### config.mk
export PLATFORM = sky130hd
export DESIGN_NAME = sls_front
export DESIGN_NICKNAME = d
export VERILOG_FILES = /design/src/rtl/core/sls_pkg.sv /design/src/rtl/core/sls_front.sv
export SDC_FILE = /design/constraint.sdc
export NUM_CORES = 1
export LEC_CHECK = 0
export BUFFER_PORTS_ARGS = -buffer_cell sky130_fd_sc_hd__buf_2
export CAP_MARGIN = 15
export CORE_UTILIZATION = 50
export CTS_BUF_LIST = sky130_fd_sc_hd__clkbuf_8
export CTS_CLUSTER_DIAMETER = 100
export DETAILED_ROUTE_END_ITERATION = 7
export PLACE_DENSITY = 0.76
export SYNTH_ARGS = -nofsm -noshare
export SYNTH_HDL_FRONTEND = slang
export SYNTH_SLANG_ARGS = --single-unit
### constraint.sdc
create_clock -name clk_i -period 3.97 [get_ports clk_i]
set_clock_uncertainty 0.05 [all_clocks]
set_input_delay 0.1985 -clock clk_i [delete_from_list [all_inputs] [get_ports clk_i]]
set_output_delay 0.1985 -clock clk_i [all_outputs]
set_load 0.01 [all_outputs]
### src/rtl/core/sls_pkg.sv
// ----------------------------------------------------------------------------
// sls_pkg
// shared types, constants and helpers of the 3x3 linear solver
// ----------------------------------------------------------------------------
package sls_pkg;

  localparam int FRAC_BITS   = 16;
  localparam int ENTRY_WIDTH = 32;
  localparam int FIELD_W     = 32;
  localparam int ACC_W       = 3 * FIELD_W + 3;
  localparam int NUM_W       = ACC_W + FRAC_BITS;
  localparam int JOBQ_DEPTH  = 2;
  localparam int JOBQ_AW     = $clog2(JOBQ_DEPTH);

  localparam logic [1:0] CMD_SOLVE  = 2'd0;
  localparam logic [1:0] CMD_INVERT = 2'd1;
  localparam logic [1:0] CMD_DET    = 2'd2;
  localparam logic [1:0] CMD_NONE   = 2'd3;

  localparam logic [1:0] STAT_OK       = 2'd0;
  localparam logic [1:0] STAT_SINGULAR = 2'd1;
  localparam logic [1:0] STAT_SAT      = 2'd2;

  localparam logic [1:0] COL_RHS = 2'd3;

  typedef struct packed {
    logic [1:0]                command;
    logic signed [FIELD_W-1:0] coef_col0;
    logic signed [FIELD_W-1:0] coef_col1;
    logic signed [FIELD_W-1:0] coef_col2;
    logic signed [FIELD_W-1:0] rhs_value;
    logic                      last_row;
  } sls_in_t;

  typedef struct packed {
    logic signed [FIELD_W-1:0] value0;
    logic signed [FIELD_W-1:0] value1;
    logic signed [FIELD_W-1:0] value2;
    logic [1:0]                status;
    logic                      last_result;
  } sls_out_t;

  typedef struct packed {
    logic signed [FIELD_W-1:0] c0;
    logic signed [FIELD_W-1:0] c1;
    logic signed [FIELD_W-1:0] c2;
    logic signed [FIELD_W-1:0] rhs;
  } sls_row_t;

  typedef struct packed {
    logic       valid;
    logic [1:0] cmd;
  } sls_job_t;

  typedef struct packed {
    logic             start;
    logic [NUM_W-1:0] num;
    logic [ACC_W-1:0] den;
  } sls_div_req_t;

  typedef struct packed {
    logic             done;
    logic [NUM_W-1:0] quo;
  } sls_div_rsp_t;

  typedef struct packed {
    logic               flag;
    logic [FIELD_W-1:0] value;
  } sls_sat_t;

  typedef enum logic [3:0] {
    BK_IDLE, BK_RDX, BK_RDY, BK_MUL1, BK_MUL2, BK_ACC2, BK_MUL3, BK_ACC3,
    BK_ACCP, BK_TERM, BK_CHECK, BK_DIV, BK_DIVW, BK_STORE, BK_EMIT
  } sls_bk_state_e;

  function automatic logic signed [FIELD_W-1:0] take_entry(logic [FIELD_W-1:0] raw);
    logic signed [ENTRY_WIDTH-1:0] v;
    v = raw[ENTRY_WIDTH-1:0];
    return FIELD_W'(v);
  endfunction

  function automatic sls_sat_t sat_mag(logic [NUM_W-1:0] mag, logic neg);
    logic [NUM_W-1:0] lim;
    logic [NUM_W-1:0] tmp;
    sls_sat_t         r;
    lim = NUM_W'(1) << (ENTRY_WIDTH - 1);
    r.flag = 1'b0;
    if (neg) begin
      if (mag > lim) begin
        tmp    = -lim;
        r.flag = 1'b1;
      end else begin
        tmp = -mag;
      end
    end else begin
      if (mag > lim - NUM_W'(1)) begin
        tmp    = lim - NUM_W'(1);
        r.flag = 1'b1;
      end else begin
        tmp = mag;
      end
    end
    r.value = tmp[FIELD_W-1:0];
    return r;
  endfunction

endpackage

### src/rtl/core/sls_front.sv
// ----------------------------------------------------------------------------
// sls_front
// row capture, row store and command queue
// ----------------------------------------------------------------------------
module sls_front (
  input  logic              clk_i,
  input  logic              rst_ni,
  input  logic              accept_i,
  input  sls_pkg::sls_in_t  item_i,
  input  logic [1:0]        rd_addr_i,
  output sls_pkg::sls_row_t rd_data_o,
  output sls_pkg::sls_job_t job_o,
  input  logic              pop_i
);

  sls_pkg::sls_row_t              mem_q [3];
  sls_pkg::sls_row_t              rd_q;
  logic [1:0]                     row_cnt_q;
  logic [1:0]                     jq_q [sls_pkg::JOBQ_DEPTH];
  logic [sls_pkg::JOBQ_AW-1:0]    wr_ptr_q;
  logic [sls_pkg::JOBQ_AW-1:0]    rd_ptr_q;
  logic [sls_pkg::JOBQ_AW:0]      cnt_q;
  logic                           push;
  sls_pkg::sls_row_t              wr_row;

  assign push = accept_i && item_i.last_row && (item_i.command != sls_pkg::CMD_NONE);

  always_comb begin
    wr_row.c0  = sls_pkg::take_entry(item_i.coef_col0);
    wr_row.c1  = sls_pkg::take_entry(item_i.coef_col1);
    wr_row.c2  = sls_pkg::take_entry(item_i.coef_col2);
    wr_row.rhs = sls_pkg::take_entry(item_i.rhs_value);
  end

  always_ff @(posedge clk_i) begin
    if (accept_i) begin
      mem_q[row_cnt_q] <= wr_row;
    end
    rd_q <= mem_q[rd_addr_i];
    if (push) begin
      jq_q[wr_ptr_q] <= item_i.command;
    end
  end

  always_ff @(posedge clk_i or negedge rst_ni) begin
    if (!rst_ni) begin
      row_cnt_q <= '0;
      wr_ptr_q  <= '0;
      rd_ptr_q  <= '0;
      cnt_q     <= '0;
    end else begin
      if (accept_i) begin
        if (item_i.last_row) begin
          row_cnt_q <= '0;
        end else if (row_cnt_q != 2'd2) begin
          row_cnt_q <= row_cnt_q + 2'd1;
        end
      end
      if (push) begin
        wr_ptr_q <= wr_ptr_q + sls_pkg::JOBQ_AW'(1);
      end
      if (pop_i) begin
        rd_ptr_q <= rd_ptr_q + sls_pkg::JOBQ_AW'(1);
      end
      cnt_q <= cnt_q + (sls_pkg::JOBQ_AW+1)'(push) - (sls_pkg::JOBQ_AW+1)'(pop_i);
    end
  end

  assign rd_data_o = rd_q;
  assign job_o.valid = (cnt_q != '0);
  assign job_o.cmd   = jq_q[rd_ptr_q];

endmodule

### After elaboration in Yosys (flattened, before gate mapping)

Memories as Yosys holds them, arrays and structs flattened. A register that Yosys moved wholly into a read port is not among the register bits.
Index checks and enable logic that the tools add are counted.

* $add $sub $neg: 5
* equal/unequal tests: 2
* mux-type cells: 6
* reductions and logical operators: 5

Operator list (count)
* $mux 1: 4
* $mux 2: 2
* $ne 2x2->1 const B: 2
* $reduce_bool 2->1: 2
* $add 1x1->1 const B: 2
* $add 2x1->2: 1
* $add 2x1->2 const B: 1
* $logic_and 1x1->1: 2
* $reduce_and 2->1: 1
* $sub 2x1->2: 1

* flip-flop bits (word level): 6
* bits in writable memories: 388
* bits of input ports: 137
* output and inout port bits: 131
* word-level logic and storage cells: 24
* memories: 2

Memory list
* mem_q: words 3, width 128, rd ports 1, clocked after Yosys merged registers in 1, write ports 1, line sls_front.sv:16 `sls_pkg::sls_row_t mem_q [3];`
* jq_q: words 2, width 2, rd ports 1, clocked after Yosys merged registers in 0, write ports 1, line sls_front.sv:19 `logic [1:0] jq_q [sls_pkg::JOBQ_DEPTH];`

### Depth between registers and ports, before layout

Gate-level depths: netlist (run 1).

* word-level depth: 4
* mapped depth: 6

### Worst setup path after synthesis (run 1)

No wires, ideal clock.

* kind: register to register
* from: register row_cnt_q[0]
* to: memory mem_q[2][0] in the netlist's numbering, enable pin
* arrival: 3587 ps
* data required time: 3418 ps
* setup slack: -169 ps
* stages on the path, launching flop included: 4
* path buffers: 0
* period minus slack after synthesis: 4139 ps
* path through: dfrtp_1 > inv_1 > ha_1 > and2_1

RTL lines
* start, declared: line sls_front.sv:18 `logic [1:0] row_cnt_q;`
* start signal, assigned: line sls_front.sv:56 `row_cnt_q <= row_cnt_q + 2'd1;`
* end, declared: line sls_front.sv:16

Straight into the memory's write port.

### Worst setup path after layout (run 1)

* from: register row_cnt_q[0]
* to: memory mem_q[0][110] in the netlist's numbering, enable pin

Straight into the memory's write port.

==> results of run 1 <==
==> how the worst max path moves through the flow <==
stage | start | end | slack (ns) | cells past startpoint
global route | row_cnt_q[0]$_DFFE_PN0P_ | mem_q[0][110]$_DFFE_PP_ | 1.60 | 4
CTS | row_cnt_q[0]$_DFFE_PN0P_ | mem_q[0][110]$_DFFE_PP_ | 1.67 | 4
floorplan | row_cnt_q[0]$_DFFE_PN0P_ | mem_q[2][0]$_DFFE_PP_ | 1.25 | 3
global placement | row_cnt_q[0]$_DFFE_PN0P_ | mem_q[0][110]$_DFFE_PP_ | 1.71 | 4
finish | row_cnt_q[0]$_DFFE_PN0P_ | mem_q[0][110]$_DFFE_PP_ | 1.73 | 4
detailed placement | row_cnt_q[0]$_DFFE_PN0P_ | mem_q[0][110]$_DFFE_PP_ | 1.68 | 4
==> area by class of cell <==
cell class	instances	area share [%]
Antenna cell	2	0.0228
Clock buffer	96	6.01
Clock inverter	53	1.23
Inverter	5	0.0854
Multi-Input combinational cell	408	11.9
Sequential cell	522	65.3
Tap cell	448	2.55
Timing Repair Buffer	413	12.9
==> metal layers <==
metal | track usage [%] | share of wire [%] | wire, µm | vias up
met2 | 31.8 | 50 | 16800 | 342
met5 | 0 | 0.080 | 27 | -
li1 | - | - | - | 4538
met1 | 23.4 | 40 | 13700 | 4668
met4 | 8.00 | 2.7 | 914 | 4
met3 | 5.68 | 7.2 | 2450 | 78
==> stage by stage <==
stage               util (%)  worst slack, ns  power, µW
floorplan                  -             1.25       7430
global placement        56.2             1.71       7850
detailed placement      56.2             1.68       7900
CTS                     64.9             1.67      12300
global route            64.9             1.60      12700
finish                  64.9             1.73      12200
==> what timing repair did <==
| action | in CTS | in global routing |
|---|---|---|
| endpoints found under the hold margin | 400 | 0 |
| hold buffers | 136 | 0 |
| resized for setup | 0 | 0 |
==> layout by cell type (no fill, tap or decap) <==
master	instances
dfrtp_1	6
nand3_1	1
nor2_1	2
xor2_1	1
or2_2	1
dlygate4sd3_1	136
clkinvlp_4	1
buf_12	4
bufinv_16	2
o21ai_0	9
and2_4	3
a22o_1	1
nor3b_1	1
dfxtp_1	128
xnor2_1	4
inv_6	1
mux2i_1	128
ha_1	4
nand2_1	129
buf_2	265
mux2_2	3
clkinv_1	6
diode_2	2
clkinv_2	9
clkbuf_8	98
edfxtp_1	388
inv_1	39
buf_4	6
o21ai_1	120
a31oi_1	1
==> power by group <==
part | total [µW] | internal [µW] | switching (µW)
sequential | 6730 | 6560 | 170
combinational | 1180 | 457 | 720
clock | 4310 | 2330 | 1980
==> state kept, by name, summed over array words and instances, names as in the netlist <==
name / flops
mem_q: 384
rd_data_o: 128
jq_q: 4
cnt_q: 2
row_cnt_q: 2
rd_ptr_q: 1
wr_ptr_q: 1
==> logic make-up after synthesis <==
logic type | Yosys count
buf+inv | 47
fa+ha+maj | 4
mux | 131
flops | 522
compound gates | 131
simple gates | 137
xor+xnor | 5
==> critical path, delay by kind of cell, from the launching register on <==
| kind | cells | cell delay (ns) |
|---|---|---|
| simple gates | 1 | 0.67 |
| buf+inv | 2 | 0.61 |
| flops | 1 | 0.38 |
| fa+ha+maj | 1 | 0.16 |
==> impl_metrics.env, run 1 <==
export IMPL_holdCritPathClass="in -> reg"
export IMPL_placed_cell_area_mm2=0.0190
export IMPL_start_util_pct=51.3
export IMPL_firstDrtPassIters=4
export IMPL_maxClockFrequency_mhz=446
export IMPL_last_weighted_congestion_value_of_the_routability_driven_placer=0.726
export IMPL_y_dimension_of_the_die_um=188
export IMPL_cp_arrival_ns=2.43
export IMPL_route_detailed_wl_per_inst_um=17.4
export IMPL_drv_max_cap_violation_count=0
export IMPL_grt_first_pass_wirelength_um=52100
export IMPL_cts_sinks=522
export IMPL_reg_clk_slew_reported_paths_ns=0.06
export IMPL_synth_top_cells_by_count="edfxtp_1 (388), nand2_1 (129), dfxtp_1 (128), mux2i_1 (128), o21ai_1 (120)"
export IMPL_rsz0062_at_grt="no"
export IMPL_seq_area_mm2=0.0144
export IMPL_yosys_cell_count_top_type="edfxtp_1"
export IMPL_core_mm2=0.0339
export IMPL_initial_antenna_violation_count=4
export IMPL_finalHoldWorstSlack_ns=0.195
export IMPL_crit_required_ns=4.16
export IMPL_max_slew_margin_rel_pct=36.2
export IMPL_yosys_register_bits=522
export IMPL_portBuffers=267
export IMPL_count_of_h_tree_levels_built_during_cts=3
export IMPL_synth_area_leader_cell="edfxtp_1"
export IMPL_power_density_cell_area_mw_per_mm2=556
export IMPL_crit_reg_reg_endpoint="mem_q[0][110]$_DFFE_PP_"
export IMPL_post_cts_setup_buffer_count=0
export IMPL_asyncSetResetFlopFracSynth_pct=1.15
export IMPL_worstSetupPathType="reg -> reg"
export IMPL_ff2ff_setup_slack_ns=1.73
export IMPL_netlist_top_cells_area="edfxtp_1 (67%), dfxtp_1 (15%), mux2i_1 (7.4%)"
export IMPL_pin_count_of_the_biggest_net_entering_global_routing=132
export IMPL_num_rows=67
export IMPL_synth_area_per_cell_um2=17.8
export IMPL_synth_compound_area_share_pct=3.80
export IMPL_synthDominantCellAreaShare_pct=67.0
export IMPL_die_width_um=188
export IMPL_fin_setup_tns_ns=0
export IMPL_syn_to_final_growth_pct=26.5
export IMPL_first_global_vias=9832
export IMPL_wl_um=33800
export IMPL_maxSlewViolCount=0
export IMPL_min_period_over_period_pct=56.4
export IMPL_final_period_minus_worst_setup_slack_ns=2.24
export IMPL_drc_errors=0
export IMPL_track_usage_pct=19.2
export IMPL_post_synth_mux_area_share_pct=7.57
export IMPL_ctsRootBufferMaster="clkbuf_8"
export IMPL_drt_initial_drc_count=627
export IMPL_layout_drive_gt1_share_pct=26.3
export IMPL_critical_path_cell_list="inv_1, ha_1, and2_4, buf_4"
export IMPL_leakage_uw=0.00871
export IMPL_multi_input_area_mm2=0.00261
export IMPL_critical_path_startpoint_type="flip-flop"
export IMPL_dp_hpwl_um=17900
export IMPL_most_used_dff_post_synth="edfxtp_1"
export IMPL_via_count_normalized_by_instance_count=4.95
export IMPL_fill_cell_instance_count_of_the_final_layout=2343
export IMPL_synth_nets=1118
export IMPL_synth_simple_area_share_pct=3.05
export IMPL_main_combinational_cell_family_by_area_after_synthesis="multiplexers"
export IMPL_synth_xor_area_share_pct=0.252
export IMPL_hold_violations=0
export IMPL_worst_slew_pin_slew_ns=0.957
export IMPL_synth_cells=977
export IMPL_power_ir_vdd_worst_mv=0.418
export IMPL_cpPeakStageDelay_ns=0.67
export IMPL_worstSetupEndpointType="flip-flop"
export IMPL_finalSetupViolCount=0
export IMPL_number_of_enable_flip_flop_cells_after_synthesis=388
export IMPL_nNetsFinal=1573
export IMPL_worstHoldPathCells=3
export IMPL_synthesis_yosys_warnings=0
export IMPL_worstReg2RegStart="row_cnt_q[0]$_DFFE_PN0P_"
export IMPL_postLayoutCellArea_mm2=0.0220
export IMPL_drtAntennaViolNets=0
export IMPL_vias=9630
export IMPL_synth_seq_area_share_pct=82.7
export IMPL_finish_cell_count_without_fillers=1947
export IMPL_crit_slowest_cell="and2_4"
export IMPL_synth_area_mm2=0.0174
export IMPL_crit_fanout=53
export IMPL_status="completed"
export IMPL_io_pin_count=268
export IMPL_clkLatencyLatePin_ns=0.60
export IMPL_cts_tree="yes"
export IMPL_grt_ovfl_total=0
export IMPL_worstRegToRegCells=4
export IMPL_tritoncts_num_buffers=82
export IMPL_die_area_mm2=0.0355
export IMPL_synth_adder_area_share_pct=0.288
export IMPL_dpl_cell_count=1660
export IMPL_worstHoldStart="rd_addr_i[1]"
export IMPL_whs_endpoint="rd_data_o[120]$_DFF_P_"
export IMPL_synth_lib_cells_used_distinct=24
export IMPL_ctsLongestPathBuffers=3
Power figures use the tool's default switching activity.
==> run 2, diff against run 1 <==
--- a/config.mk
+++ b/config.mk
@@ -11,7 +11,7 @@
 export CTS_BUF_LIST = sky130_fd_sc_hd__clkbuf_8
 export CTS_CLUSTER_DIAMETER = 100
 export DETAILED_ROUTE_END_ITERATION = 7
-export PLACE_DENSITY = 0.76
+export PLACE_DENSITY = 0.74
 export SYNTH_ARGS = -nofsm -noshare
 export SYNTH_HDL_FRONTEND = slang
 export SYNTH_SLANG_ARGS = --single-unit
==> constraint.sdc (replaced) <==
create_clock -name clk_i -period 2.1 [get_ports clk_i]
set_clock_uncertainty 0.05 [all_clocks]
set_input_delay 0.105 -clock clk_i [delete_from_list [all_inputs] [get_ports clk_i]]
set_output_delay 0.105 -clock clk_i [all_outputs]
set_load 0.01 [all_outputs]
==> impl_metrics.env, run 2 (synthesis gave the netlist of run 1 again) <==
export IMPL_reg_clk_slew_reported_paths_ns=0.06
export IMPL_endpoint="job_o[0]"
export IMPL_worstRegToRegCells=4
export IMPL_p_seq_share_pct=55.8
export IMPL_met3RoutedLength_um=2420
export IMPL_drv_max_cap_violation_count=0
export IMPL_drc_errors=0
export IMPL_clkLatencyLatePin_ns=0.61
export IMPL_cp_startpoint="rd_ptr_q$_DFFE_PN0P_"
export IMPL_first_global_vias=10066
export IMPL_layout_commonest_cell="edfxtp_1"
export IMPL_finalSetupViolCount=0
export IMPL_clkPwrFrac_pct=33.9
export IMPL_dr_max_layer_used="met4"
export IMPL_setup_slack_ns=0.453
export IMPL_worstReg2RegStart="row_cnt_q[0]$_DFFE_PN0P_"
export IMPL_cts_sinks=522
export IMPL_routedLengthMet1_um=13700
export IMPL_maxClockFrequency_mhz=607
export IMPL_ctsRootBufferMaster="clkbuf_8"
export IMPL_leakage_uw=0.00883
export IMPL_crit_fanout=3
export IMPL_hold_violations=0
export IMPL_power_switching_share_pct=23.6
export IMPL_portBuffers=267
export IMPL_placement_setup_worst_slack_ns=0.502
export IMPL_fin_setup_tns_ns=0
export IMPL_internal_power_uw=17400
export IMPL_worstSetupEndpointType="output port"
export IMPL_route_detailed_wl_per_inst_um=17.1
export IMPL_nNetsFinal=1594
export IMPL_crit_reg_reg_endpoint="mem_q[2][111]$_DFFE_PP_"
export IMPL_die_width_um=188
export IMPL_vias=9597
export IMPL_worstHoldStart="rd_addr_i[0]"
export IMPL_status="completed"
export IMPL_switchingPower_uw=5370
export IMPL_core_mm2=0.0339
export IMPL_track_usage_pct=19.3
export IMPL_number_of_flip_flops_in_the_largest_register=384
export IMPL_worst_slew_pin_slew_ns=0.585
export IMPL_pin_count_of_the_biggest_net_entering_global_routing=79
export IMPL_firstDrtPassIters=5
export IMPL_maxSlewViolCount=0
export IMPL_last_weighted_congestion_value_of_the_routability_driven_placer=0.756
export IMPL_via_count_normalized_by_instance_count=4.87
export IMPL_power_density_cell_area_mw_per_mm2=1030
export IMPL_y_dimension_of_the_die_um=188
export IMPL_fill_cell_instance_count_of_the_final_layout=2262
export IMPL_io_pin_count=268
export IMPL_worstSetupPathType="reg -> out"
export IMPL_tritoncts_num_buffers=82
export IMPL_rsz0062_at_grt="no"
export IMPL_grt_first_pass_wirelength_um=52500
export IMPL_postLayoutCellArea_mm2=0.0222
export IMPL_ff2ff_setup_slack_ns=0.50
export IMPL_cts_tree="yes"
export IMPL_ctsLongestPathBuffers=3
export IMPL_start_util_pct=51.3
export IMPL_power_ir_vdd_worst_mv=0.637
export IMPL_num_rows=67
export IMPL_dp_hpwl_um=19200
export IMPL_top_register="mem_q"
export IMPL_placed_cell_area_mm2=0.0193
export IMPL_initial_antenna_violation_count=3
export IMPL_layout_cells_most_common_list="edfxtp_1 (388), buf_2 (265), dlygate4sd3_1 (137)"
export IMPL_syn_to_final_growth_pct=27.8
export IMPL_wl_um=33600
export IMPL_max_slew_margin_rel_pct=61.0
export IMPL_min_period_over_period_pct=78.4
export IMPL_holdCritPathClass="in -> reg"
export IMPL_count_of_h_tree_levels_built_during_cts=3
export IMPL_crit_required_ns=1.95
export IMPL_final_period_minus_worst_setup_slack_ns=1.65
export IMPL_die_area_mm2=0.0355
export IMPL_drt_initial_drc_count=541
export IMPL_grt_ovfl_total=0
export IMPL_fin_total_pwr_uw=22800
export IMPL_share_comb_of_total_power_pct=10.2
export IMPL_drtAntennaViolNets=0
export IMPL_layout_drive_gt1_share_pct=26.8
export IMPL_route_met2_wl_um=16700
export IMPL_critical_path_startpoint_type="flip-flop"
export IMPL_cp_arrival_ns=1.49
[run 2: cell types whose count changed in the layout (fill, tap and decap cells not counted), sizes merged]
| cell | before | now |
|---|---|---|
| buf | 275 | 295 |
| clkinv | 15 | 23 |
| clkbuf | 98 | 91 |
| inv | 40 | 43 |
| bufinv | 2 | 1 |
| clkinvlp | 1 | 0 |
| diode | 2 | 3 |
| dlygate4sd3 | 136 | 137 |
[run 2: final cells by class]
| class | count | area [µm²] | share of cell area [%] |
|---|---|---|---|
| clock buffers | 89 | 1220 | 5.52 |
| multi-input cells | 408 | 2610 | 11.7 |
| diodes | 3 | 7.51 | 0.0338 |
| clock inverters | 62 | 284 | 1.28 |
| flip-flops and latches | 522 | 14400 | 64.7 |
| inverters | 5 | 18.8 | 0.0845 |
| repair buffers | 434 | 3140 | 14.1 |
| well taps | 448 | 561 | 2.52 |
[run 2: layer usage]
metal / GRT usage (%) / up-vias
met1: 23.8 / 4622
met2: 32.5 / 329
met5: 0 / -
li1: - / 4582
met3: 5.40 / 64
met4: 7.51 / 0
[run 2: how the worst min path moves through the flow]
stage                              to  slack [ns]  cells after the start
4_1_cts        rd_data_o[120]$_DFF_P_        0.06                      3
3_3_place_gp       cnt_q[0]$_DFF_PN0_       -0.11                      1
5_1_grt        rd_data_o[120]$_DFF_P_        0.09                      3
3_5_place_dp       cnt_q[0]$_DFF_PN0_       -0.11                      1
2_1_floorplan      cnt_q[0]$_DFF_PN0_       -0.24                      0
6_report       rd_data_o[120]$_DFF_P_        0.09                      3
[run 2: worst max-delay path, cell delays in order, from the launching register on]
cell and delay, ns:
dfrtp_1 0.40, mux2_2 0.36, buf_2 0.14
[run 2: power by group through the flow]
stage / Combinational (µW) / Clock, µW / Sequential [µW]
5_1_grt: 2540 / 8400 / 12800
2_1_floorplan: 1020 / 0 / 13000
6_report: 2330 / 7720 / 12700
3_5_place_dp: 2150 / 0 / 12900
4_1_cts: 2360 / 7930 / 12700
3_3_place_gp: 2100 / 0 / 12900
[run 2: what timing repair did]
action	in CTS	in global routing
endpoints found under the hold margin	408	0
hold buffers	137	0
buffers inserted	0	0
resized for setup	0	0
[run 2: metrics by stage]
step	hold slack, ns	cells	util [%]
after CTS	0.0594	1968	65.5
after global routing	0.0945	1969	65.5
after detailed placement	-0.107	1680	57.0
after global placement	-0.105	1680	57.0
after floorplan	-0.241	977	-
final	0.0936	1971	65.6
