`config.mk`:
```
export PLATFORM = sky130hd
export DESIGN_NAME = sls_back
export DESIGN_NICKNAME = d
export VERILOG_FILES = /design/src/rtl/core/sls_pkg.sv /design/src/rtl/core/sls_back.sv
export SDC_FILE = /design/constraint.sdc
export NUM_CORES = 2
export LEC_CHECK = 0
export BUFFER_PORTS_ARGS = -buffer_cell sky130_fd_sc_hd__buf_2
export CELL_PAD_IN_SITES_DETAIL_PLACEMENT = 0
export CELL_PAD_IN_SITES_GLOBAL_PLACEMENT = 2
export CORE_MARGIN = 8
export CORE_UTILIZATION = 40
export DETAILED_ROUTE_END_ITERATION = 8
export HOLD_SLACK_MARGIN = 0.03
export PLACE_DENSITY = 0.86
export SLEW_MARGIN = 5
export SYNTH_ARGS = -nofsm -noshare
export SYNTH_HDL_FRONTEND = slang
export SYNTH_SLANG_ARGS = --single-unit
export TNS_END_PERCENT = 50
```
`constraint.sdc`:
```
create_clock -name clk_i -period 14 [get_ports clk_i]
set_input_delay 1.4 -clock clk_i [delete_from_list [all_inputs] [get_ports clk_i]]
set_output_delay 1.4 -clock clk_i [all_outputs]
set_load 0.01 [all_outputs]
```
`src/rtl/core/sls_pkg.sv`:
```
// ----------------------------------------------------------------------------
// sls_pkg
// shared types, constants and helpers of the 3x3 linear solver
// ----------------------------------------------------------------------------
package sls_pkg;

  localparam int FRAC_BITS   = 16;
  localparam int ENTRY_WIDTH = 32;
  localparam int FIELD_W     = 32;
  localparam int ACC_W       = 3 * FIELD_W + 3;
  localparam int NUM_W       = ACC_W + FRAC_BITS;
  localparam int JOBQ_DEPTH  = 2;
  localparam int JOBQ_AW     = $clog2(JOBQ_DEPTH);

  localparam logic [1:0] CMD_SOLVE  = 2'd0;
  localparam logic [1:0] CMD_INVERT = 2'd1;
  localparam logic [1:0] CMD_DET    = 2'd2;
  localparam logic [1:0] CMD_NONE   = 2'd3;

  localparam logic [1:0] STAT_OK       = 2'd0;
  localparam logic [1:0] STAT_SINGULAR = 2'd1;
  localparam logic [1:0] STAT_SAT      = 2'd2;

  localparam logic [1:0] COL_RHS = 2'd3;

  typedef struct packed {
    logic [1:0]                command;
    logic signed [FIELD_W-1:0] coef_col0;
    logic signed [FIELD_W-1:0] coef_col1;
    logic signed [FIELD_W-1:0] coef_col2;
    logic signed [FIELD_W-1:0] rhs_value;
    logic                      last_row;
  } sls_in_t;

  typedef struct packed {
    logic signed [FIELD_W-1:0] value0;
    logic signed [FIELD_W-1:0] value1;
    logic signed [FIELD_W-1:0] value2;
    logic [1:0]                status;
    logic                      last_result;
  } sls_out_t;

  typedef struct packed {
    logic signed [FIELD_W-1:0] c0;
    logic signed [FIELD_W-1:0] c1;
    logic signed [FIELD_W-1:0] c2;
    logic signed [FIELD_W-1:0] rhs;
  } sls_row_t;

  typedef struct packed {
    logic       valid;
    logic [1:0] cmd;
  } sls_job_t;

  typedef struct packed {
    logic             start;
    logic [NUM_W-1:0] num;
    logic [ACC_W-1:0] den;
  } sls_div_req_t;

  typedef struct packed {
    logic             done;
    logic [NUM_W-1:0] quo;
  } sls_div_rsp_t;

  typedef struct packed {
    logic               flag;
    logic [FIELD_W-1:0] value;
  } sls_sat_t;

  typedef enum logic [3:0] {
    BK_IDLE, BK_RDX, BK_RDY, BK_MUL1, BK_MUL2, BK_ACC2, BK_MUL3, BK_ACC3,
    BK_ACCP, BK_TERM, BK_CHECK, BK_DIV, BK_DIVW, BK_STORE, BK_EMIT
  } sls_bk_state_e;

  function automatic logic signed [FIELD_W-1:0] take_entry(logic [FIELD_W-1:0] raw);
    logic signed [ENTRY_WIDTH-1:0] v;
    v = raw[ENTRY_WIDTH-1:0];
    return FIELD_W'(v);
  endfunction

  function automatic sls_sat_t sat_mag(logic [NUM_W-1:0] mag, logic neg);
    logic [NUM_W-1:0] lim;
    logic [NUM_W-1:0] tmp;
    sls_sat_t         r;
    lim = NUM_W'(1) << (ENTRY_WIDTH - 1);
    r.flag = 1'b0;
    if (neg) begin
      if (mag > lim) begin
        tmp    = -lim;
        r.flag = 1'b1;
      end else begin
        tmp = -mag;
      end
    end else begin
      if (mag > lim - NUM_W'(1)) begin
        tmp    = lim - NUM_W'(1);
        r.flag = 1'b1;
      end else begin
        tmp = mag;
      end
    end
    r.value = tmp[FIELD_W-1:0];
    return r;
  endfunction

endpackage

```
`src/rtl/core/sls_back.sv`:
```
// ----------------------------------------------------------------------------
// sls_back
// determinant, cofactor and quotient sequencer with one shared multiplier
// ----------------------------------------------------------------------------
module sls_back (
  input  logic                  clk_i,
  input  logic                  rst_ni,
  input  sls_pkg::sls_job_t     job_i,
  output logic                  pop_o,
  output logic [1:0]            rd_addr_o,
  input  sls_pkg::sls_row_t     rd_data_i,
  output sls_pkg::sls_div_req_t div_req_o,
  input  sls_pkg::sls_div_rsp_t div_rsp_i,
  output logic                  busy_o,
  output sls_pkg::sls_out_t     result_o,
  output logic                  strobe_o
);

  localparam int AW = sls_pkg::ACC_W;
  localparam int FW = sls_pkg::FIELD_W;

  // column of row n for each permutation term, and its sign
  localparam logic [1:0] PERM [6][3] = '{
    '{2'd0, 2'd1, 2'd2}, '{2'd1, 2'd2, 2'd0}, '{2'd2, 2'd0, 2'd1},
    '{2'd0, 2'd2, 2'd1}, '{2'd1, 2'd0, 2'd2}, '{2'd2, 2'd1, 2'd0}
  };
  localparam logic PERM_NEG [6] = '{1'b0, 1'b0, 1'b0, 1'b1, 1'b1, 1'b1};

  sls_pkg::sls_bk_state_e state_q, state_d;

  logic [1:0]                 cmd_q;
  logic                       num_phase_q;
  logic                       sing_q;
  logic                       flag_q;
  logic [2:0]                 term_q;
  logic [1:0]                 kcol_q;
  logic [1:0]                 irow_q;
  logic signed [FW:0]         opa_q;
  logic signed [2*FW-1:0]     p_q;
  logic signed [2*FW+1:0]     m_q;
  logic signed [AW-1:0]       acc_q;
  logic signed [AW-1:0]       det_q;
  logic [FW-1:0]              vals_q [3];
  sls_pkg::sls_out_t          res_q;
  logic                       strobe_q;

  logic                       pair;
  logic                       last_term;
  logic [1:0]                 op_row [3];
  logic [1:0]                 op_col [3];
  logic                       neg;
  logic [1:0]                 r1, r2, c1, c2;
  logic [1:0]                 pick_col;
  logic signed [FW-1:0]       pick;
  logic signed [FW:0]         mul_a, mul_b;
  logic signed [2*FW+1:0]     mul_p;
  logic signed [AW-1:0]       addend;
  logic [AW-1:0]              abs_acc;
  logic [AW-1:0]              abs_det;
  logic                       emit_last;
  sls_pkg::sls_sat_t          div_sat;
  sls_pkg::sls_sat_t          det_sat;

  assign pair      = num_phase_q && (cmd_q == sls_pkg::CMD_INVERT);
  assign last_term = pair ? (term_q == 3'd1) : (term_q == 3'd5);
  assign abs_acc   = acc_q[AW-1] ? AW'(-acc_q) : AW'(acc_q);
  assign abs_det   = det_q[AW-1] ? AW'(-det_q) : AW'(det_q);
  assign emit_last = (cmd_q != sls_pkg::CMD_INVERT) || (irow_q == 2'd2) || sing_q;

  always_comb begin
    r1 = (kcol_q == 2'd0) ? 2'd1 : 2'd0;
    r2 = (kcol_q == 2'd2) ? 2'd1 : 2'd2;
    c1 = (irow_q == 2'd0) ? 2'd1 : 2'd0;
    c2 = (irow_q == 2'd2) ? 2'd1 : 2'd2;
    for (int n = 0; n < 3; n++) begin
      op_row[n] = 2'(n);
      op_col[n] = PERM[term_q][n];
      if (num_phase_q && (cmd_q == sls_pkg::CMD_SOLVE) && (op_col[n] == kcol_q)) begin
        op_col[n] = sls_pkg::COL_RHS;
      end
    end
    neg = PERM_NEG[term_q];
    if (pair) begin
      op_row[0] = r1;
      op_row[1] = r2;
      op_col[0] = term_q[0] ? c2 : c1;
      op_col[1] = term_q[0] ? c1 : c2;
      neg       = kcol_q[0] ^ irow_q[0] ^ term_q[0];
    end
  end

  always_comb begin
    unique case (state_q)
      sls_pkg::BK_RDX:  rd_addr_o = op_row[0];
      sls_pkg::BK_RDY:  rd_addr_o = op_row[1];
      sls_pkg::BK_MUL1: rd_addr_o = op_row[2];
      default:          rd_addr_o = op_row[0];
    endcase
  end

  always_comb begin
    unique case (state_q)
      sls_pkg::BK_RDY:  pick_col = op_col[0];
      sls_pkg::BK_MUL1: pick_col = op_col[1];
      default:          pick_col = op_col[2];
    endcase
    unique case (pick_col)
      2'd0:    pick = rd_data_i.c0;
      2'd1:    pick = rd_data_i.c1;
      2'd2:    pick = rd_data_i.c2;
      default: pick = rd_data_i.rhs;
    endcase
  end

  always_comb begin
    unique case (state_q)
      sls_pkg::BK_MUL2: begin
        mul_a = (FW+1)'($signed(p_q[2*FW-1:FW]));
        mul_b = (FW+1)'(pick);
      end
      sls_pkg::BK_MUL3: begin
        mul_a = {1'b0, p_q[FW-1:0]};
        mul_b = opa_q;
      end
      default: begin
        mul_a = opa_q;
        mul_b = (FW+1)'(pick);
      end
    endcase
    mul_p = mul_a * mul_b;
  end

  always_comb begin
    unique case (state_q)
      sls_pkg::BK_ACC2: addend = AW'(m_q) <<< FW;
      sls_pkg::BK_ACC3: addend = AW'(m_q);
      default:          addend = AW'(p_q);
    endcase
  end

  always_comb begin
    div_sat = sls_pkg::sat_mag(div_rsp_i.quo, acc_q[AW-1] ^ det_q[AW-1]);
    det_sat = sls_pkg::sat_mag(sls_pkg::NUM_W'(abs_det >> (2 * sls_pkg::FRAC_BITS)),
                               det_q[AW-1]);
  end

  // next state
  always_comb begin
    state_d = state_q;
    unique case (state_q)
      sls_pkg::BK_IDLE:  if (job_i.valid) state_d = sls_pkg::BK_RDX;
      sls_pkg::BK_RDX:   state_d = sls_pkg::BK_RDY;
      sls_pkg::BK_RDY:   state_d = sls_pkg::BK_MUL1;
      sls_pkg::BK_MUL1:  state_d = pair ? sls_pkg::BK_ACCP : sls_pkg::BK_MUL2;
      sls_pkg::BK_MUL2:  state_d = sls_pkg::BK_ACC2;
      sls_pkg::BK_ACC2:  state_d = sls_pkg::BK_MUL3;
      sls_pkg::BK_MUL3:  state_d = sls_pkg::BK_ACC3;
      sls_pkg::BK_ACC3:  state_d = sls_pkg::BK_TERM;
      sls_pkg::BK_ACCP:  state_d = sls_pkg::BK_TERM;
      sls_pkg::BK_TERM: begin
        if (!last_term)       state_d = sls_pkg::BK_RDX;
        else if (num_phase_q) state_d = sls_pkg::BK_DIV;
        else                  state_d = sls_pkg::BK_CHECK;
      end
      sls_pkg::BK_CHECK: begin
        if ((cmd_q == sls_pkg::CMD_DET) || (det_q == '0)) state_d = sls_pkg::BK_EMIT;
        else                                              state_d = sls_pkg::BK_RDX;
      end
      sls_pkg::BK_DIV:   state_d = sls_pkg::BK_DIVW;
      sls_pkg::BK_DIVW:  if (div_rsp_i.done) state_d = sls_pkg::BK_STORE;
      sls_pkg::BK_STORE: state_d = (kcol_q == 2'd2) ? sls_pkg::BK_EMIT : sls_pkg::BK_RDX;
      sls_pkg::BK_EMIT:  state_d = emit_last ? sls_pkg::BK_IDLE : sls_pkg::BK_RDX;
      default:           state_d = sls_pkg::BK_IDLE;
    endcase
  end

  // control outputs
  always_comb begin
    pop_o           = (state_q == sls_pkg::BK_IDLE) && job_i.valid;
    busy_o          = (state_q != sls_pkg::BK_IDLE);
    div_req_o.start = (state_q == sls_pkg::BK_DIV);
    div_req_o.num   = sls_pkg::NUM_W'(abs_acc) <<
                      ((cmd_q == sls_pkg::CMD_SOLVE) ? sls_pkg::FRAC_BITS
                                                     : 2 * sls_pkg::FRAC_BITS);
    div_req_o.den   = abs_det;
  end

  always_ff @(posedge clk_i or negedge rst_ni) begin
    if (!rst_ni) begin
      state_q     <= sls_pkg::BK_IDLE;
      strobe_q    <= 1'b0;
      cmd_q       <= sls_pkg::CMD_SOLVE;
      num_phase_q <= 1'b0;
      sing_q      <= 1'b0;
      term_q      <= '0;
      kcol_q      <= '0;
      irow_q      <= '0;
    end else begin
      state_q  <= state_d;
      strobe_q <= (state_q == sls_pkg::BK_EMIT);
      unique case (state_q)
        sls_pkg::BK_IDLE: begin
          if (job_i.valid) begin
            cmd_q       <= job_i.cmd;
            num_phase_q <= 1'b0;
            sing_q      <= 1'b0;
            term_q      <= '0;
            kcol_q      <= '0;
            irow_q      <= '0;
          end
        end
        sls_pkg::BK_TERM: begin
          if (!last_term) term_q <= term_q + 3'd1;
        end
        sls_pkg::BK_CHECK: begin
          term_q      <= '0;
          num_phase_q <= 1'b1;
          sing_q      <= (cmd_q != sls_pkg::CMD_DET) && (det_q == '0);
        end
        sls_pkg::BK_STORE: begin
          term_q <= '0;
          if (kcol_q != 2'd2) kcol_q <= kcol_q + 2'd1;
        end
        sls_pkg::BK_EMIT: begin
          term_q <= '0;
          kcol_q <= '0;
          if (!emit_last) irow_q <= irow_q + 2'd1;
        end
        default: begin
        end
      endcase
    end
  end

  always_ff @(posedge clk_i) begin
    unique case (state_q)
      sls_pkg::BK_IDLE: begin
        acc_q  <= '0;
        flag_q <= 1'b0;
        for (int n = 0; n < 3; n++) vals_q[n] <= '0;
      end
      sls_pkg::BK_RDY:  opa_q <= (FW+1)'(pick);
      sls_pkg::BK_MUL1: p_q <= (2*FW)'(mul_p);
      sls_pkg::BK_MUL2: begin
        m_q   <= mul_p;
        opa_q <= (FW+1)'(pick);
      end
      sls_pkg::BK_MUL3: m_q <= mul_p;
      sls_pkg::BK_ACC2, sls_pkg::BK_ACC3, sls_pkg::BK_ACCP: begin
        acc_q <= neg ? acc_q - addend : acc_q + addend;
      end
      sls_pkg::BK_TERM: begin
        if (last_term && !num_phase_q) det_q <= acc_q;
      end
      sls_pkg::BK_CHECK: begin
        acc_q <= '0;
        if (cmd_q == sls_pkg::CMD_DET) begin
          vals_q[0] <= det_sat.value;
          flag_q    <= det_sat.flag;
        end
      end
      sls_pkg::BK_STORE: begin
        acc_q          <= '0;
        vals_q[kcol_q] <= div_sat.value;
        flag_q         <= flag_q | div_sat.flag;
      end
      sls_pkg::BK_EMIT: begin
        res_q.value0      <= sing_q ? '0 : vals_q[0];
        res_q.value1      <= sing_q ? '0 : vals_q[1];
        res_q.value2      <= sing_q ? '0 : vals_q[2];
        res_q.status      <= sing_q ? sls_pkg::STAT_SINGULAR :
                             flag_q ? sls_pkg::STAT_SAT : sls_pkg::STAT_OK;
        res_q.last_result <= emit_last;
        flag_q            <= 1'b0;
        acc_q             <= '0;
      end
      default: begin
      end
    endcase
  end

  assign result_o = res_q;
  assign strobe_o = strobe_q;

endmodule

```
* After elaboration in Yosys (flattened, before gate mapping) *
Memories as Yosys holds them, arrays and structs flattened. A register that Yosys moved wholly into a read port is not among the register bits.
Cells that the tools add are included.

storage, ports and cells
  input bits = 249
  register bits = 380
  bits in latches = 0
  memories kept = 3
  word-level logic and storage cells = 190
  bits in read-only memories = 56
  output and inout port bits = 319
  memory bits (writable) = 96

cells by class
  reductions and logical operators = 41
  bitwise gates (word level) = 6
  equality and inequality tests = 34
  add/sub/neg operators = 9
  multiply operators = 1
  order comparisons = 5
  multiplexer cells = 74
  shift operators = 1
  div/mod/pow operators = 0

memory list
  name             depth  width  rd ports  clocked after memory_dff  write ports  line            RTL
  vals_q           3      32     3         3                         3            sls_back.sv:43  logic [FW-1:0] vals_q [3];
  (no name shown)  8      6      1         0                         0            sls_back.sv:77  op_col[n] = PERM[term_q][n];
  (no name shown)  8      1      1         0                         0            sls_back.sv:82  neg = PERM_NEG[term_q];

operators with widths
  kind                     number
  $pmux W99 S2             2
  $mux W99                 3
  $mux W32                 8
  $neg A99 Y99             2
  $gt A115 B31 Y1 const B  1
  $gt A115 B32 Y1 const B  1
  $shl A99 B6 Y115         1
  $add A99 B99 Y99         1
  $logic_not A99 Y1        1
  $sub A99 B99 Y99         1
  $pmux W32 S3             1
  $gt A67 B31 Y1 const B   1
  $gt A67 B32 Y1 const B   1
  $mul A33 B33 Y66         1
  $pmux W33 S2             1
  $neg A32 Y32             2
  $pmux W4 S14             1
  $mux W33                 1
  $reduce_or A32 Y1        1
  $eq A4 B4 Y1 const B     7
  $mux W4                  7
  $mux W1                  24
  $mux W2                  12
  $mux W6                  3
  other kinds (35)         87

* Logic depth before layout (Yosys ltp) *
  depth after elaboration = 13
  depth in mapped cells = 45
  gate-level depth less buffers = 41

* Worst setup path before layout *
OpenSTA, ideal clock, no wires.

  path type = register -> register
  start point = register state_q[3]
  end point = register m_q[62], data pin
  buffers on the path = 5
  required time = 13.733 ns
  stages on the path, launching flop included = 37
  clock period less this slack = 12.104 ns
  library setup time = 0.267 ns
  arrival time = 11.837 ns
  slack = 1.896 ns
  cells stage by stage = dfrtp_1 > clkbuf_1 > inv_1 > nand2_1 > nor2_1 > clkbuf_1 > clkbuf_1 > nor2_1 > or3_1 > buf_1 > clkbuf_1 > nor2_1 > fa_1 > fa_1 > fa_1 > inv_1 > fa_1 > fa_1 > fa_1 > inv_1 > fa_1 > inv_1 > fa_1 > inv_1 > ha_1 > and3_1 > and3_1 > nand2_1 > or4b_2 > a211o_1 > and2_1 > o21ai_0 > a21oi_1 > o311ai_0 > nand3_1 > o31ai_1 > xnor2_1

on the way
  cells in the longest elaborated chain, start to end = 6
  elaborated cells on any way between the ends = 12
  those cells by class = mul (1); eq/ne (6); mux (4); reduce/logical (1)

RTL lines
  item                                        line             RTL
  start: declaration                          sls_back.sv:29   sls_pkg::sls_bk_state_e state_q, state_d;
  start signal: assignment                    sls_back.sv:190  state_q <= sls_pkg::BK_IDLE;
  start signal: assignment                    sls_back.sv:199  state_q <= state_d;
  $eq A4 B2 Y1                                sls_back.sv:102  unique case (state_q)
  $pmux W2 S2                                 sls_back.sv:102
  $eq A2 B2 Y1, or another cell as far along  sls_back.sv:107  unique case (pick_col)
  $pmux W32 S3                                sls_back.sv:107
  $mux W33                                    sls_back.sv:116  unique case (state_q)
  $mul A33 B33 Y66 (*)                        sls_back.sv:130  mul_p = mul_a * mul_b;
  via mul_p[62]                               sls_back.sv:56   logic signed [2*FW+1:0] mul_p;
  end signal: assignment                      sls_back.sv:245  m_q <= mul_p;
  end signal: assignment                      sls_back.sv:248  sls_pkg::BK_MUL3: m_q <= mul_p;
  end: declaration                            sls_back.sv:40   logic signed [2*FW+1:0] m_q;

The timed path passes the listed nets; every way through them passes the cells marked *.
A chain may end at the register's enable or synchronous reset.

* Final worst setup path *
  start point = register term_q[0]
  end point = register p_q[62], data pin

on the way
  cells in the longest elaborated chain, start to end = 13
  elaborated cells on any way between the ends = 23
  those cells by class = mul (1); eq/ne (5); mux (11); bitwise (1); reduce/logical (4); memory (1)

RTL lines
  item                                        line             RTL
  start: declaration                          sls_back.sv:35   logic [2:0] term_q;
  start signal: assignment                    sls_back.sv:213  if (!last_term) term_q <= term_q + 3'd1;
  $not A3 Y4 (implied by the code)            sls_back.sv:77
  $mem_v2 Z8 W6                               -
  $mux W6 (implied by the code) (2 in a row)  sls_back.sv:77
  $eq A2 B2 Y1                                sls_back.sv:78   if (num_phase_q && (cmd_q == sls_pkg::CMD_SOLVE) && (op_col[n] == kcol_q)) begin
  $logic_and A1 B1 Y1                         sls_back.sv:78
  $mux W2                                     sls_back.sv:78
  $mux W4                                     sls_back.sv:83   if (pair) begin
  $pmux W2 S2 (*)                             sls_back.sv:102
  $eq A2 B2 Y1, or another cell as far along  sls_back.sv:107
  $pmux W32 S3 (*)                            sls_back.sv:107
  via pick[4]                                 sls_back.sv:54   logic signed [FW-1:0] pick;
  $mux W33 (*)                                sls_back.sv:116
  $mul A33 B33 Y66 (*)                        sls_back.sv:130
  via mul_p[62]                               sls_back.sv:56
  end signal: assignment                      sls_back.sv:243  sls_pkg::BK_MUL1: p_q <= (2*FW)'(mul_p);
  end: declaration                            sls_back.sv:39   logic signed [2*FW-1:0] p_q;

The timed path passes the listed nets; every way through them passes the cells marked *. The select of a mux whose other input is x is not followed.

==> flow_metrics.py <==
metrics = {
    "outcome": {
        "run_status": "finished clean",
    },
    "sta": {
        "max-slew-margin-rel_pct": 9.67,
        "layout_min_cycle_time_ps": 13330,
        "report.final.slew_viol_count": 0,
        "worst_slew_pin_slew_ps": 1330,
        "timing.final.crit_share_pct": 95.2,
        "final_count_of_negative_setup_slack_endpoints": 0,
        "fin_worst_skew_ps": 42.4,
        "report.final.hold_viol_count": 0,
        "tns_ps": 0,
        "grt_setup_unrepaired": "no",
        "maxClockFrequency_mhz": 75.0,
    },
    "worst_setup_path": {
        "path_common_cell": "sky130_fd_sc_hd__fa_1",
        "critical_path_slowest_stage_cell": "sky130_fd_sc_hd__o311ai_0",
        "critical_path_required_ps": 14440,
        "critPathMaxFanout": 32,
        "setup.worst_path.start_class": "register",
        "worst-endpoint-arrival_ps": 13770,
        "worst-setup-path-type": "register to register",
        "cp_slowest_stage_delay_ps": 910,
        "setup.worst_path.end_class": "register",
    },
    "floorplanning": {
        "initial_core_util_pct": 40.3,
        "placementRows": 163,
        "die_h_um": 462,
        "die-area_mm2": 0.213,
        "placeable_core_area_mm2": 0.197,
        "die_width_um": 462,
        "ioPinCount": 568,
    },
    "placement": {
        "post-place-cells": 11700,
        "dpl.hpwl_um": 281000,
        "globalplace.congestion": 1.04,
        "io_buffers": 551,
    },
    "clocking": {
        "worstSkewPairLatency_ps": 730,
        "clk_path_buf_depth": 3,
        "cts_made_buffers": 74,
        "clk_pin_slew_worst_paths_ps": 60,
        "cts_tree": "built",
        "postCtsResizedCells": 0,
        "tritoncts_num_sinks": 572,
        "postCtsSetupRepairBufs": 0,
        "ctsHtreeMaxLevel": 3,
        "post_cts_hold_buffer_count": 0,
        "clock_tree.root_cell": "sky130_fd_sc_hd__clkbuf_16",
    },
    "logic_synthesis": {
        "asyncSetResetFlopFracSynth_pct": 2.80,
        "synth_top_area_share_pct": 28.8,
        "syn_area_mm2": 0.0796,
        "ys_ff_latch": 572,
        "synth_area_leaders": "sky130_fd_sc_hd__fa_1 29%, sky130_fd_sc_hd__edfxtp_1 21%, sky130_fd_sc_hd__inv_1 6.0%",
        "dominant_synthesized_flop_cell": "sky130_fd_sc_hd__edfxtp_1",
        "synth_edf_count": 556,
        "synthesis.yosys.warnings": 0,
        "synth.lib_cells_used.distinct": 95,
        "average_cell_area_after_synthesis_um2": 8.98,
        "syn-instance-count": 8856,
        "synth_sequential_area_ratio_pct": 21.5,
        "yosysTopAreaCell": "sky130_fd_sc_hd__fa_1",
    },
    "routing": {
        "met2_routed_wirelength_um": 160000,
        "routed_via_density": 5.79,
        "top_signal_layer_used": "met5",
        "via_count": 68800,
        "routed_wirelength_um": 346000,
        "route.detailed.drc": 0,
        "firstDrtPassIters": 6,
        "wire_length_per_cell_um": 29.1,
        "ant_nets": 0,
        "wirelength_met1_um": 134000,
        "drt_first_iter_violations": 7242,
        "wire_length_on_met3_um": 28200,
    },
    "global_routing": {
        "grt_start_max_net_pins": 118,
        "grt_antenna_before_repair": 14,
        "grt_overflow_total": 0,
        "grt_use_total_pct": 31.5,
        "grt_first_pass_wirelength_um": 493000,
        "number_of_global_route_vias_before_repair": 68700,
    },
    "job": {
        "max_cap_viol_count": 0,
    },
    "cells_and_area": {
        "final_core_util_pct": 44.7,
        "area_delta_synth_final_pct": 10.9,
        "final_cells": 11900,
        "layout-drive-gt1-share_pct": 11.1,
        "layout.cells.most_common": "sky130_fd_sc_hd__inv_1",
        "nets": 10900,
        "most-common-layout-cells": "1278 x sky130_fd_sc_hd__inv_1, 1145 x sky130_fd_sc_hd__fa_1, 1039 x sky130_fd_sc_hd__nor2_1",
        "fillerInstances": 19600,
    },
    "min_path": {
        "hp-class": "register to register",
    },
}
## registers in the layout, indices dropped and copies added (netlist names)
register     count
acc_q           99
det_q           99
result_o        99
vals_q          96
m_q             66
p_q             64
opa_q           32
state_q          4
term_q           3
cmd_q            2
irow_q           2
kcol_q           2
flag_q           1
num_phase_q      1
sing_q           1
strobe_o         1
## worst max-delay path: cells and delay by family, from the launching register on
family	cells	cell delay, ps
xor gates and xnor gates	1	120
DFF	1	600
buffers and inverters	7	780
muxes	3	1140
and+or+nand+nor	10	2250
adders and majority gates	10	4740
AOI/OAI and AO/OA	9	3420
## path summary, 6_finish.rpt
check                                       startpoint                          to  slack, ps  depth (start not counted)
min                        vals_q[0][20]$_SDFFCE_PN0P_  result_o[87]$_SDFFCE_PP0P_        520                          1
max reg2reg                      term_q[0]$_DFFE_PN0P_           p_q[62]$_DFFE_PP_        670                         40
max                              term_q[0]$_DFFE_PN0P_           p_q[62]$_DFFE_PP_        670                         40
min reg2reg                vals_q[0][20]$_SDFFCE_PN0P_  result_o[87]$_SDFFCE_PP0P_        520                          1
max in group asynchronous                       rst_ni      state_q[1]$_DFFE_PN0P_      12890                          1
min in group asynchronous                       rst_ni          strobe_o$_DFF_PN0_        660                          1
## metal layers
| metal | up-vias | track usage [%] |
|---|---|---|
| met2 | 3471 | 51.6 |
| met1 | 34800 | 40.1 |
| met4 | 2 | 16.8 |
| met5 | - | 0 |
| li1 | 29700 | - |
| met3 | 782 | 5.32 |
## cell type report
cell class / instances / area [um^2] / area share [%]
Antenna cell: 7 / 17.5 / 0.0198
Clock buffer: 85 / 1900 / 2.16
Clock inverter: 52 / 714 / 0.810
Inverter: 1282 / 4810 / 5.45
Multi-Input combinational cell: 6528 / 56300 / 63.8
Sequential cell: 572 / 17100 / 19.4
Tap cell: 2640 / 3300 / 3.74
Timing Repair Buffer: 725 / 4110 / 4.66
## stage by stage
step	setup slack, ps	hold slack (ps)	cell area [um^2]
2_1_floorplan	1900	423	79600
3_3_place_gp	914	505	85600
3_5_place_dp	752	517	85600
4_1_cts	709	525	88200
5_1_grt	76.6	552	88200
6_report	667	524	88300
## kinds of logic after synthesis
group | after synthesis | share of synthesized area (%)
AND/OR/NAND/NOR | 3080 | 17.9
multiplexers | 203 | 2.63
AO/OA/AOI/OAI | 1309 | 10.6
buffers and inverters | 1771 | 8.47
adder cells (fa/ha/maj) | 1478 | 34.1
other | 1 | 0.00471
flip-flops | 572 | 21.5
XOR/XNOR | 442 | 4.87
## cells in the mapped netlist (11+ instances only)
cell and number:
sky130_fd_sc_hd__inv_1 1278, sky130_fd_sc_hd__fa_1 1146, sky130_fd_sc_hd__nor2_1 1044, sky130_fd_sc_hd__nand2_1 930
sky130_fd_sc_hd__edfxtp_1 556, sky130_fd_sc_hd__clkbuf_1 408, sky130_fd_sc_hd__a21oi_1 377, sky130_fd_sc_hd__ha_1 331
sky130_fd_sc_hd__o21ai_0 297, sky130_fd_sc_hd__xnor2_1 263, sky130_fd_sc_hd__xor2_1 178, sky130_fd_sc_hd__mux2i_1 174
sky130_fd_sc_hd__nor3_1 165, sky130_fd_sc_hd__nor2b_1 158, sky130_fd_sc_hd__nand3_1 124, sky130_fd_sc_hd__a21o_1 102
sky130_fd_sc_hd__and2_1 100, sky130_fd_sc_hd__nor4_1 96, sky130_fd_sc_hd__or3_1 94, sky130_fd_sc_hd__nand2b_1 86
sky130_fd_sc_hd__nand4_1 76, sky130_fd_sc_hd__a31oi_1 67, sky130_fd_sc_hd__o31ai_1 62, sky130_fd_sc_hd__buf_1 55
sky130_fd_sc_hd__and3_1 53, sky130_fd_sc_hd__o21bai_1 45, sky130_fd_sc_hd__or2_2 43, sky130_fd_sc_hd__or4_1 38
sky130_fd_sc_hd__o21a_1 37, sky130_fd_sc_hd__o41ai_1 36, sky130_fd_sc_hd__a211oi_1 28, sky130_fd_sc_hd__mux2_2 27
sky130_fd_sc_hd__a22oi_1 25, sky130_fd_sc_hd__o22ai_1 21, sky130_fd_sc_hd__o211ai_1 20, sky130_fd_sc_hd__a221oi_1 19
sky130_fd_sc_hd__buf_4 17, sky130_fd_sc_hd__dfrtp_1 16, sky130_fd_sc_hd__o31a_1 16, sky130_fd_sc_hd__o311ai_0 14
sky130_fd_sc_hd__and4_1 13, sky130_fd_sc_hd__nand3b_1 13, sky130_fd_sc_hd__a211o_1 12, sky130_fd_sc_hd__a21boi_0 11
Power is not shown: default switching activity piles up to over one toggle a cycle in this logic, so the estimate is an artifact.
